**config.mk**
```make
export PLATFORM = sky130hd
export DESIGN_NAME = weighted_two_way_ratio_splitter_flat
export DESIGN_NICKNAME = d
export VERILOG_FILES = /design/src/rtl/wtrs_pkg.sv /design/src/rtl/wtrs_if.sv /design/src/rtl/wtrs_tracker.sv /design/src/rtl/weighted_two_way_ratio_splitter.sv /design/src/flat_wrapper.sv
export SDC_FILE = /design/constraint.sdc
export NUM_CORES = 2
export LEC_CHECK = 0
export ABC_AREA = 1
export BUFFER_PORTS_ARGS = -buffer_cell sky130_fd_sc_hd__buf_4
export CAP_MARGIN = 15
export CORE_UTILIZATION = 55
export DETAILED_ROUTE_END_ITERATION = 6
export PLACE_DENSITY_LB_ADDON = 0.08
export SLEW_MARGIN = 20
export SYNTH_ARGS = -nofsm -noshare
export SYNTH_HDL_FRONTEND = slang
export SYNTH_HIERARCHICAL = 1
export SYNTH_SLANG_ARGS = --single-unit
export TNS_END_PERCENT = 30
```
**constraint.sdc**
```tcl
create_clock -name clk -period 10.2 [get_ports clk]
set_input_delay 2.04 -clock clk [delete_from_list [all_inputs] [get_ports clk]]
set_output_delay 2.04 -clock clk [all_outputs]
set_load 0.05 [all_outputs]
```
**src/rtl/wtrs_pkg.sv**
```systemverilog
package wtrs_pkg;

  localparam int unsigned WEIGHT_W = 32;
  localparam int unsigned RATIO_W  = 7;
  // weight times a share of at most one hundred
  localparam int unsigned PROD_W   = WEIGHT_W + RATIO_W;
  // difference of two products, signed
  localparam int unsigned DIFF_W   = PROD_W + 1;
  localparam int unsigned ERR_W    = 64;
  // twice the error near zero plus the difference, with headroom
  localparam int unsigned CMP_W    = 44;

  localparam logic [RATIO_W-1:0] RATIO_FULL  = 7'd100;
  localparam logic [RATIO_W-1:0] RATIO_RESET = 7'd50;

  localparam logic signed [ERR_W-1:0] ERR_BOUND = 64'sd1 <<< 40;
  localparam logic signed [ERR_W-1:0] ERR_MAX   = {1'b0, {(ERR_W-1){1'b1}}};
  localparam logic signed [ERR_W-1:0] ERR_MIN   = {1'b1, {(ERR_W-1){1'b0}}};

  // destination codes on chosen_pool
  localparam logic POOL_A = 1'b0;
  localparam logic POOL_B = 1'b1;

  // one registered request, products already formed
  typedef struct packed {
    logic                     a_up;
    logic                     b_up;
    logic [PROD_W-1:0]        add_a;
    logic [PROD_W-1:0]        sub_b;
    logic signed [DIFF_W-1:0] diff;
  } step_t;

endpackage

```
**src/rtl/wtrs_if.sv**
```systemverilog
interface wtrs_in_if;
  import wtrs_pkg::*;
  logic                valid;
  logic                ready;
  logic [WEIGHT_W-1:0] weight;
  logic                pool_a_up;
  logic                pool_b_up;

  modport source (output valid, weight, pool_a_up, pool_b_up, input ready);
  modport sink   (input valid, weight, pool_a_up, pool_b_up, output ready);
endinterface

interface wtrs_out_if;
  logic valid;
  logic ready;
  logic chosen_pool;
  logic both_down;

  modport source (output valid, chosen_pool, both_down, input ready);
  modport sink   (input valid, chosen_pool, both_down, output ready);
endinterface

```
**src/rtl/wtrs_tracker.sv**
```systemverilog
module wtrs_tracker import wtrs_pkg::*; (
  input  logic  clk,
  input  logic  rst_n,
  input  logic  step,
  input  step_t step_i,
  output logic  pick_a
);

  logic signed [ERR_W-1:0]  err_r;
  logic signed [ERR_W-1:0]  err_nxt;
  logic signed [CMP_W-1:0]  near_sum;
  logic signed [DIFF_W-1:0] delta;
  logic signed [ERR_W:0]    sum;

  // near zero the error fits in 42 bits; compare 2*E + diff against zero
  assign near_sum = $signed({err_r[CMP_W-2:0], 1'b0})
                  + $signed({{(CMP_W-DIFF_W){step_i.diff[DIFF_W-1]}}, step_i.diff});

  always_comb begin
    if (step_i.a_up && !step_i.b_up) begin
      pick_a = 1'b1;
    end else if (!step_i.a_up && step_i.b_up) begin
      pick_a = 1'b0;
    end else if (err_r <= -ERR_BOUND) begin
      pick_a = 1'b1;
    end else if (err_r >= ERR_BOUND) begin
      pick_a = 1'b0;
    end else begin
      pick_a = (near_sum <= 0);
    end
  end

  // error moves by the chosen share, saturating at the signed limits
  assign delta = pick_a ? $signed({1'b0, step_i.add_a}) : -$signed({1'b0, step_i.sub_b});
  assign sum   = $signed({err_r[ERR_W-1], err_r})
               + $signed({{(ERR_W+1-DIFF_W){delta[DIFF_W-1]}}, delta});

  always_comb begin
    if (sum[ERR_W] != sum[ERR_W-1]) begin
      err_nxt = sum[ERR_W] ? ERR_MIN : ERR_MAX;
    end else begin
      err_nxt = sum[ERR_W-1:0];
    end
  end

  always_ff @(posedge clk) begin
    if (!rst_n) begin
      err_r <= '0;
    end else if (step) begin
      err_r <= err_nxt;
    end
  end

  a_only_a_up: assert property (@(posedge clk) disable iff (!rst_n)
    step && step_i.a_up && !step_i.b_up |-> pick_a)
    else $error("request with only A up not sent to A");

  a_only_b_up: assert property (@(posedge clk) disable iff (!rst_n)
    step && !step_i.a_up && step_i.b_up |-> !pick_a)
    else $error("request with only B up not sent to B");

  a_err_hold: assert property (@(posedge clk) disable iff (!rst_n)
    !step |=> $stable(err_r))
    else $error("tracking error moved without a request");

endmodule

```
**src/rtl/weighted_two_way_ratio_splitter.sv**
```systemverilog
// Channel   Dir  Beat payload                         Handshake
// in_bus    in   weight[31:0], pool_a_up, pool_b_up   valid/ready
// out_bus   out  chosen_pool, both_down               valid/ready
// cfg_*     in   cfg_wdata[6:0] = ratio_percent       cfg_we, no wait
//
// One beat per cycle sustained while out_bus takes every result. A request is
// registered with its two share products at the accepting edge; its result
// is loaded into the result register when the input stage advances, and the
// tracking error register is updated at that same edge. That error register
// is the only loop, closed by the decision compare and a 64-bit saturating add.
// Reset (rst_n low, synchronous) clears the error and sets the ratio to 50.
// A stall on out_bus holds both stages; in_bus stays ready while the input
// stage can move on.
module weighted_two_way_ratio_splitter import wtrs_pkg::*; (
  input  logic               clk,
  input  logic               rst_n,
  wtrs_in_if.sink            in_bus,
  wtrs_out_if.source         out_bus,
  input  logic               cfg_we,
  input  logic [RATIO_W-1:0] cfg_wdata
);

  logic [RATIO_W-1:0]  ratio_r;
  logic [RATIO_W-1:0]  ratio_eff;
  logic [WEIGHT_W-1:0] w_eff;
  logic [PROD_W-1:0]   add_a;
  logic [PROD_W-1:0]   sub_b;

  step_t step_r;
  logic  s1_valid_r;
  logic  s1_adv;
  logic  in_take;
  logic  pick_a;

  logic out_valid_r;
  logic chosen_r;
  logic both_down_r;

  // ratio register; values above one hundred act as one hundred
  always_ff @(posedge clk) begin
    if (!rst_n) begin
      ratio_r <= RATIO_RESET;
    end else if (cfg_we) begin
      ratio_r <= cfg_wdata;
    end
  end

  assign ratio_eff = (ratio_r > RATIO_FULL) ? RATIO_FULL : ratio_r;

  // zero weight counts as one
  assign w_eff = (in_bus.weight == '0) ? WEIGHT_W'(1) : in_bus.weight;
  assign add_a = PROD_W'(w_eff) * PROD_W'(RATIO_FULL - ratio_eff);
  assign sub_b = PROD_W'(w_eff) * PROD_W'(ratio_eff);

  // advance the input stage when the result register is free or draining
  assign s1_adv       = s1_valid_r && (!out_valid_r || out_bus.ready);
  assign in_bus.ready = !s1_valid_r || s1_adv;
  assign in_take      = in_bus.valid && in_bus.ready;

  always_ff @(posedge clk) begin
    if (!rst_n) begin
      s1_valid_r <= 1'b0;
    end else if (in_take) begin
      s1_valid_r <= 1'b1;
    end else if (s1_adv) begin
      s1_valid_r <= 1'b0;
    end
  end

  always_ff @(posedge clk) begin
    if (in_take) begin
      step_r.a_up  <= in_bus.pool_a_up;
      step_r.b_up  <= in_bus.pool_b_up;
      step_r.add_a <= add_a;
      step_r.sub_b <= sub_b;
      step_r.diff  <= $signed({1'b0, add_a}) - $signed({1'b0, sub_b});
    end
  end

  wtrs_tracker u_tracker (
    .clk    (clk),
    .rst_n  (rst_n),
    .step   (s1_adv),
    .step_i (step_r),
    .pick_a (pick_a)
  );

  // result register: load on advance, drop once taken
  always_ff @(posedge clk) begin
    if (!rst_n) begin
      out_valid_r <= 1'b0;
    end else if (s1_adv) begin
      out_valid_r <= 1'b1;
    end else if (out_bus.ready) begin
      out_valid_r <= 1'b0;
    end
  end

  always_ff @(posedge clk) begin
    if (s1_adv) begin
      chosen_r    <= pick_a ? POOL_A : POOL_B;
      both_down_r <= !step_r.a_up && !step_r.b_up;
    end
  end

  assign out_bus.valid       = out_valid_r;
  assign out_bus.chosen_pool = chosen_r;
  assign out_bus.both_down   = both_down_r;

  a_s1_hold: assert property (@(posedge clk) disable iff (!rst_n)
    s1_valid_r && !s1_adv |=> s1_valid_r)
    else $error("input stage dropped a beat while stalled");

  a_adv_loads: assert property (@(posedge clk) disable iff (!rst_n)
    s1_adv |=> out_valid_r)
    else $error("advanced beat missing from result register");

  a_ratio_range: assert property (@(posedge clk) disable iff (!rst_n)
    ratio_eff <= RATIO_FULL)
    else $error("effective ratio above one hundred");

endmodule

```
**src/flat_wrapper.sv**
```systemverilog
// flat-port wrapper written by rule: the top's interface ports become plain ports
module weighted_two_way_ratio_splitter_flat import wtrs_pkg::*;
  (clk, rst_n, cfg_we, cfg_wdata, in_bus_valid, in_bus_weight, in_bus_pool_a_up, in_bus_pool_b_up, in_bus_ready, out_bus_valid, out_bus_chosen_pool, out_bus_both_down, out_bus_ready);
  wtrs_in_if in_bus_i ();
  wtrs_out_if out_bus_i ();
  input  logic clk;
  input  logic rst_n;
  input  logic cfg_we;
  input  logic [RATIO_W-1:0] cfg_wdata;
  input wire logic [$bits(in_bus_i.valid)-1:0] in_bus_valid;
  input wire logic [$bits(in_bus_i.weight)-1:0] in_bus_weight;
  input wire logic [$bits(in_bus_i.pool_a_up)-1:0] in_bus_pool_a_up;
  input wire logic [$bits(in_bus_i.pool_b_up)-1:0] in_bus_pool_b_up;
  output wire logic [$bits(in_bus_i.ready)-1:0] in_bus_ready;
  output wire logic [$bits(out_bus_i.valid)-1:0] out_bus_valid;
  output wire logic [$bits(out_bus_i.chosen_pool)-1:0] out_bus_chosen_pool;
  output wire logic [$bits(out_bus_i.both_down)-1:0] out_bus_both_down;
  input wire logic [$bits(out_bus_i.ready)-1:0] out_bus_ready;
  assign in_bus_i.valid = in_bus_valid;
  assign in_bus_i.weight = in_bus_weight;
  assign in_bus_i.pool_a_up = in_bus_pool_a_up;
  assign in_bus_i.pool_b_up = in_bus_pool_b_up;
  assign in_bus_ready = in_bus_i.ready;
  assign out_bus_valid = out_bus_i.valid;
  assign out_bus_chosen_pool = out_bus_i.chosen_pool;
  assign out_bus_both_down = out_bus_i.both_down;
  assign out_bus_i.ready = out_bus_ready;
  weighted_two_way_ratio_splitter u_core (.clk(clk), .rst_n(rst_n), .in_bus(in_bus_i), .out_bus(out_bus_i), .cfg_we(cfg_we), .cfg_wdata(cfg_wdata));
endmodule
```
== After elaboration in Yosys (flattened, before gate mapping) ==
Cells that the tools add are included.

* $lt $le $gt $ge: 4
* Multiply operators: 2
* Multiplexer cells: 14
* Reduce and logical (&&, ||, !) cells: 14
* Add/subtract/negate cells: 5
* Eq/ne operators: 1

{| class="wikitable"
|+ Operators with widths
! operator !! count
|-
| $mux 64 || 2
|-
| $add 64x40->65 || 1
|-
| $ge 64x42->1 const B || 1
|-
| $le 64x41->1 const B || 1
|-
| $add 44x40->44 || 1
|-
| $le 44x1->1 const B || 1
|-
| $mux 40 || 1
|-
| $neg 39->40 || 1
|-
| $sub 39x39->40 || 1
|-
| $mul 32x39->39 || 1
|-
| $mul 32x7->39 || 1
|-
| $logic_not 32->1 || 1
|-
| $mux 32 || 1
|-
| $mux 1 || 9
|-
| $sub 7x7->8 const A || 1
|-
| $gt 7x7->1 const B || 1
|-
| $mux 7 || 1
|-
| $logic_and 1x1->1 || 5
|-
| $logic_not 1->1 || 4
|-
| $reduce_bool 2->1 || 2
|-
| $logic_or 1x1->1 || 2
|-
| $ne 1x1->1 || 1
|}

* Flip-flop bits (word level): 195
* Bits of input ports: 46
* Output and inout bits: 4
* Logic and storage cells: 51

== Longest topological paths before layout ==
* Depth in word-level cells: 10
* Mapped depth: 51
* Mapped depth without buffers: 49

== Cells and area by module ==
Netlist, hierarchy kept.

{| class="wikitable"
|+ Modules (own cells, without submodules)
! module !! cells each !! area each (um^2) !! instances
|-
| weighted_two_way_ratio_splitter || 2,895 || 22,245.1 || 1
|-
| wtrs_tracker || 2,134 || 11,712.5 || 1
|}

== Least setup slack after synthesis ==
OpenSTA, ideal clock, no wires.

* Path kind: input -> register
* Start: input in_bus_weight[11]
* End: register u_core/step_r[38] in the netlist's numbering (data pin)
* Setup time: 252 ps
* Buffers on the path: 1
* Data arrival time: 7,641 ps
* Cell stages on the path: 34
* Slack: 2,306 ps
* Cell sequence: clkbuf_1 > nor4_1 > nand4_1 > nor3_1 > nor2_1 > inv_1 > nand2_1 > fa_1 > fa_1 > fa_1 > inv_1 > fa_1 > ha_1 > nand2_1 > nand2_1 > nand2_1 > nand2_1 > a21oi_1 > o21ai_2 > nand2_1 > nand3_1 > xnor2_1 > ha_1 > nand2_1 > nor4_1 > nand3_1 > nand3_1 > nand3_1 > nand2_2 > nand2_1 > nand3_1 > nand2_1 > nand3_1 > nand2_1

* Word-level cells in the longest chain between the ends: 4
* Elaborated cells on any way between the ends: 5
* Those cells by class: 1 x add/sub; 2 x mul; 1 x mux; 1 x reduce/logical

{| class="wikitable"
|+ Ends and longest elaborated chain
! element !! line !! source
|-
| from (decl) || flat_wrapper.sv:11 || <nowiki>input wire logic [$bits(in_bus_i.weight)-1:0] in_bus_weight;</nowiki>
|-
| $logic_not 32->1 || weighted_two_way_ratio_splitter.sv:51 || <nowiki>assign w_eff = (in_bus.weight == '0) ? WEIGHT_W'(1) : in_bus.weight;</nowiki>
|-
| $mux 32 * || weighted_two_way_ratio_splitter.sv:51 ||
|-
| $mul 32x39->39 / $mul 32x7->39 (equally long branches) || weighted_two_way_ratio_splitter.sv:52, weighted_two_way_ratio_splitter.sv:53 ||
|-
| $sub 39x39->40 * || weighted_two_way_ratio_splitter.sv:76 || <nowiki>step_r.diff <= $signed({1'b0, add_a}) - $signed({1'b0, sub_b});</nowiki>
|-
| to (decl) || weighted_two_way_ratio_splitter.sv:29 || <nowiki>step_t step_r;</nowiki>
|}

Mark *: on every way between the ends. The rest lies on a longest branch, timed or not.
A chain may end at the register's enable or synchronous reset.

== Worst setup path in the final report ==
* Start: register u_core.ratio_r[6]
* End: register u_core/step_r[38] in the netlist's numbering (data pin)

* Word-level cells in the longest chain between the ends: 5
* Elaborated cells on any way between the ends: 6
* Those cells by class: 2 x add/sub; 2 x mul; 1 x order compare; 1 x mux

{| class="wikitable"
|+ Ends and longest elaborated chain
! element !! line !! source
|-
| from (decl) || weighted_two_way_ratio_splitter.sv:23 || <nowiki>logic [RATIO_W-1:0] ratio_r;</nowiki>
|-
| from (signal assigned) || weighted_two_way_ratio_splitter.sv:44 || <nowiki>ratio_r <= cfg_wdata;</nowiki>
|-
| $gt 7x7->1 || weighted_two_way_ratio_splitter.sv:48 || <nowiki>assign ratio_eff = (ratio_r > RATIO_FULL) ? RATIO_FULL : ratio_r;</nowiki>
|-
| $mux 7 * || weighted_two_way_ratio_splitter.sv:48 ||
|-
| $sub 7x7->8 * || weighted_two_way_ratio_splitter.sv:52 || <nowiki>assign add_a = PROD_W'(w_eff) * PROD_W'(RATIO_FULL - ratio_eff);</nowiki>
|-
| $mul 32x39->39 * || weighted_two_way_ratio_splitter.sv:52 ||
|-
| net u_core.add_a[37] || weighted_two_way_ratio_splitter.sv:26 || <nowiki>logic [PROD_W-1:0] add_a;</nowiki>
|-
| $sub 39x39->40 * || weighted_two_way_ratio_splitter.sv:76 ||
|}

Mark *: on every way through the listed nets, which the timed path passes. The rest lies on a longest branch.

==> impl_summary.txt <==
----------------------------------------------------
[Outcome]
  Result of the run ... complete, no violations

[Setup path]
  Required arrival time at the worst endpoint ... 10430 ps
  Highest cell delay on the worst timing path ... 670 ps
  Nature of the critical path startpoint ... flop
  Critical path class ... reg2reg
  Arrival time at the worst endpoint ... 9280 ps
  Most frequent cell on the critical path ... nand2_1
  Kind of capture point of the worst setup path ... flop
  Cell with the largest stage delay on the worst path ... nor4_1
  CP Max Fanout ... 37

[Logic synthesis]
  Post-synthesis mux area share ... 0%
  Number of instances in the synthesized netlist ... 5029
  Main combinational cell family by area after synthesis ... adder cells
  Distinct cell type count of the synthesized netlist ... 62
  Sequential element share of the synthesized area ... ~15%
  Fraction of the mapped netlist area in adder cells ... 30.0%
  Share of synthesized flip-flops with an asynchronous set or reset ... 0%
  Count of warnings emitted by yosys ... 6
  Prevailing post-synth register cell ... edfxtp_1
  Count of flip-flops with a built-in enable after synthesis ... 120
  Avg Synthesized Cell Area ... 6.75 sq um
  Xor-xnor portion of the synthesized cell area ... 4.72%
  Post-Synth Simple-Gate Area ... 28.1%
  Cell area after technology mapping ... 34000 sq um
  Synth Area in Compound Gates ... 9.41%
  Yosys reg bits ... between 150 and 200

[Die]
  Placement row count ... 90
  Initial Utilization ... 55.9%
  Die span in x ... 250 microns
  Die extent in y ... 250 microns
  Die Area ... 62700 sq um
  Core region area ... 60700 sq um
  Io pins ... 50

[Detailed routing]
  Antenna-violating nets left ... 0
  Drt drc ... 0
  Initial DRC Count ... 2269
  Uppermost metal layer occupied by signal nets ... met4
  Vias per cell ... 5.36
  Detail Route met3 WL ... just over 5000 microns
  Via Count ... 31300
  Detailed-route wire length on metal 1 ... ~46000 microns
  TritonRoute pass-1 iters ... 6
  Routed wire length ... around 100000 microns
  DR WL met2 ... 48000 microns
  Wirelength per Cell ... 17.8 microns

[Clock network]
  Clock sink total ... 193
  Number of buffers added by the clock tree synthesis step ... 17
  Buffer type at the clock tree root ... clkbuf_16
  Clock transition at the register clock pins on the worst setup and hold paths after CTS ... about 80 ps
  H-Tree Depth ... 4
  Clock latency at the later pin of the worst-skew pair ... around 470 ps
  Number of setup buffers added after CTS ... 0
  # hold bufs at CTS ... 0
  Resized cells post-CTS ... 0
  Number of buffers between clock root and the deepest sink ... 2
  CTS tree ... done

[Timing]
  Final period util ... ~90%
  Final Slew Violations ... 0
  Maximum clock frequency ... roughly 0.11 GHz
  Number of failing setup endpoints in the final timing report ... 0
  Total Neg Setup Slack ... 0 ps
  Clock skew ... 16.5 ps
  Final Hold Fails ... 0
  Transition time at the pin with the least slew margin ... 1090 ps
  Minimum clock period ... 9050 ps
  Unrepaired setup endpoints after global routing ... no
  Rel. slew slack ... 27.1%

[Cells and area]
  Final-stage net count ... ~5700
  Area taken by flip-flops and latches ... 5060 sq um
  Area added between synthesis and finish ... 5.28%
  Most frequent cells in the layout ... nand2_1 (1414), inv_1 (1018), nor2_1 (486), fa_1 (332), a21oi_1 (304)
  Final design area excluding fillers ... ~36000 sq um
  Most common cell after layout, fill and taps aside ... nand2_1
  Ratio of cells with drive above 1 in the final layout ... about 4%
  Final-layout fill cell count ... 6109
  Area of combinational cells with multiple inputs ... approximately 25000 sq um

[Flow run]
  Max-cap violations ... 0

[Placement]
  Post-place instance area ... 35200 sq um
  Count of buffers from port buffering ... 49
  GPL Wtd Cong ... 1.01
  Total half-perimeter wirelength after legalization and detailed placement ... 88800 microns

[GRT]
  Number of global-route vias before repair ... 30700
  Global routing usage summed across all routing layers ... 33.5%
  First-pass GRT wire length ... around 160000 microns
  GRT Residual Overflow ... 0
  Antenna violations before repair ... 1
  Maximum number of pins on one net before global-route repair ... 74

[Hold path]
  Worst min path class ... reg2reg

----------------------------------------------------
-- stage by stage --
step | worst slack [ps] | utilization (%) | cells | hold WS [ps]
5_1_grt | 587 | 58.9 | 5842 | 525
3_3_place_gp | 1250 | 57.9 | 5810 | 484
2_1_floorplan | 2310 | - | 5060 | 449
6_report | 1150 | 58.9 | 5843 | 500
3_5_place_dp | 1140 | 57.9 | 5810 | 481
4_1_cts | 1200 | 58.9 | 5842 | 499
-- cell usage after synthesis, types with 4 or more instances --
master | count | area, sq um
nor3_2 | 6 | 60.1
o211ai_1 | 5 | 37.5
nand3_2 | 6 | 60.1
o21ai_1 | 13 | 65.1
dfxtp_1 | 73 | 1460
nand3b_1 | 10 | 75.1
o21a_1 | 8 | 60.1
nor3_1 | 36 | 180
a21boi_0 | 4 | 30.0
nand2_2 | 29 | 181
nor2_2 | 11 | 68.8
nor2_4 | 7 | 78.8
nor4_1 | 40 | 250
clkbuf_1 | 71 | 267
nand2_1 | 1414 | 5310
nand3_1 | 193 | 966
fa_1 | 332 | 6650
inv_2 | 19 | 71.3
a21oi_1 | 305 | 1530
buf_1 | 7 | 26.3
edfxtp_1 | 120 | 3600
buf_2 | 20 | 100
inv_1 | 1020 | 3830
nand4_1 | 50 | 313
xnor2_1 | 69 | 604
o21ai_0 | 143 | 716
a31oi_1 | 43 | 269
xor2_1 | 114 | 998
ha_1 | 284 | 3550
o21bai_1 | 25 | 188
nor2_1 | 487 | 1830
a21o_1 | 13 | 97.6
-- flip-flops by register name, summed over array words and instances, names as in the netlist --
register / count
u_core/u_tracker/err_r: 64
u_core/step_r: 118
u_core/s1_valid_r: 1
u_core/ratio_r: 7
u_core/out_bus.valid: 1
u_core/out_bus.chosen_pool: 1
u_core/out_bus.both_down: 1
-- layer usage --
metal / global-route usage [%] / up-vias
met3: 2.70 / 200
met5: 0 / -
met4: 14.1 / 0
li1: - / 15600
met2: 56.3 / 978
met1: 44.4 / 14600
-- cell type report --
type                            count  share of cell area [%]
Timing Repair Buffer               71                    1.49
Clock inverter                     12                   0.315
Sequential cell                   193                    14.2
Tap cell                          782                    2.74
Inverter                         1041                    10.9
Clock buffer                       20                    1.31
Antenna cell                        1                 0.00700
Multi-Input combinational cell   3723                    69.0
-- cells by family after synthesis --
group / after synthesis
other: 2
xor gates and xnor gates: 183
adders and majority gates: 616
and+or+nand+nor: 2307
buffers and inverters: 1144
DFF: 193
AOI/OAI and AO/OA: 584
-- worst paths after layout --
path	start	endpoint	slack [ps]	cells past startpoint
max	u_core/ratio_r[6]	u_core/step_r[38]	1150	38
min	u_core/ratio_r[2]	u_core/ratio_r[2]	500	2
max reg2reg	u_core/ratio_r[6]	u_core/step_r[38]	1150	38
min reg2reg	u_core/ratio_r[2]	u_core/ratio_r[2]	500	2
-- worst max-delay path: cells and delay by family, from the launching register on --
kind	cells	cell delay (ps)
simple gates	19	3360
flops	1	310
buf+inv	8	1510
fa+ha+maj	6	2830
xor+xnor	1	140
compound gates	4	650
Power is not shown: default switching activity piles up to over one toggle a cycle in this logic, so the estimate is an artifact.
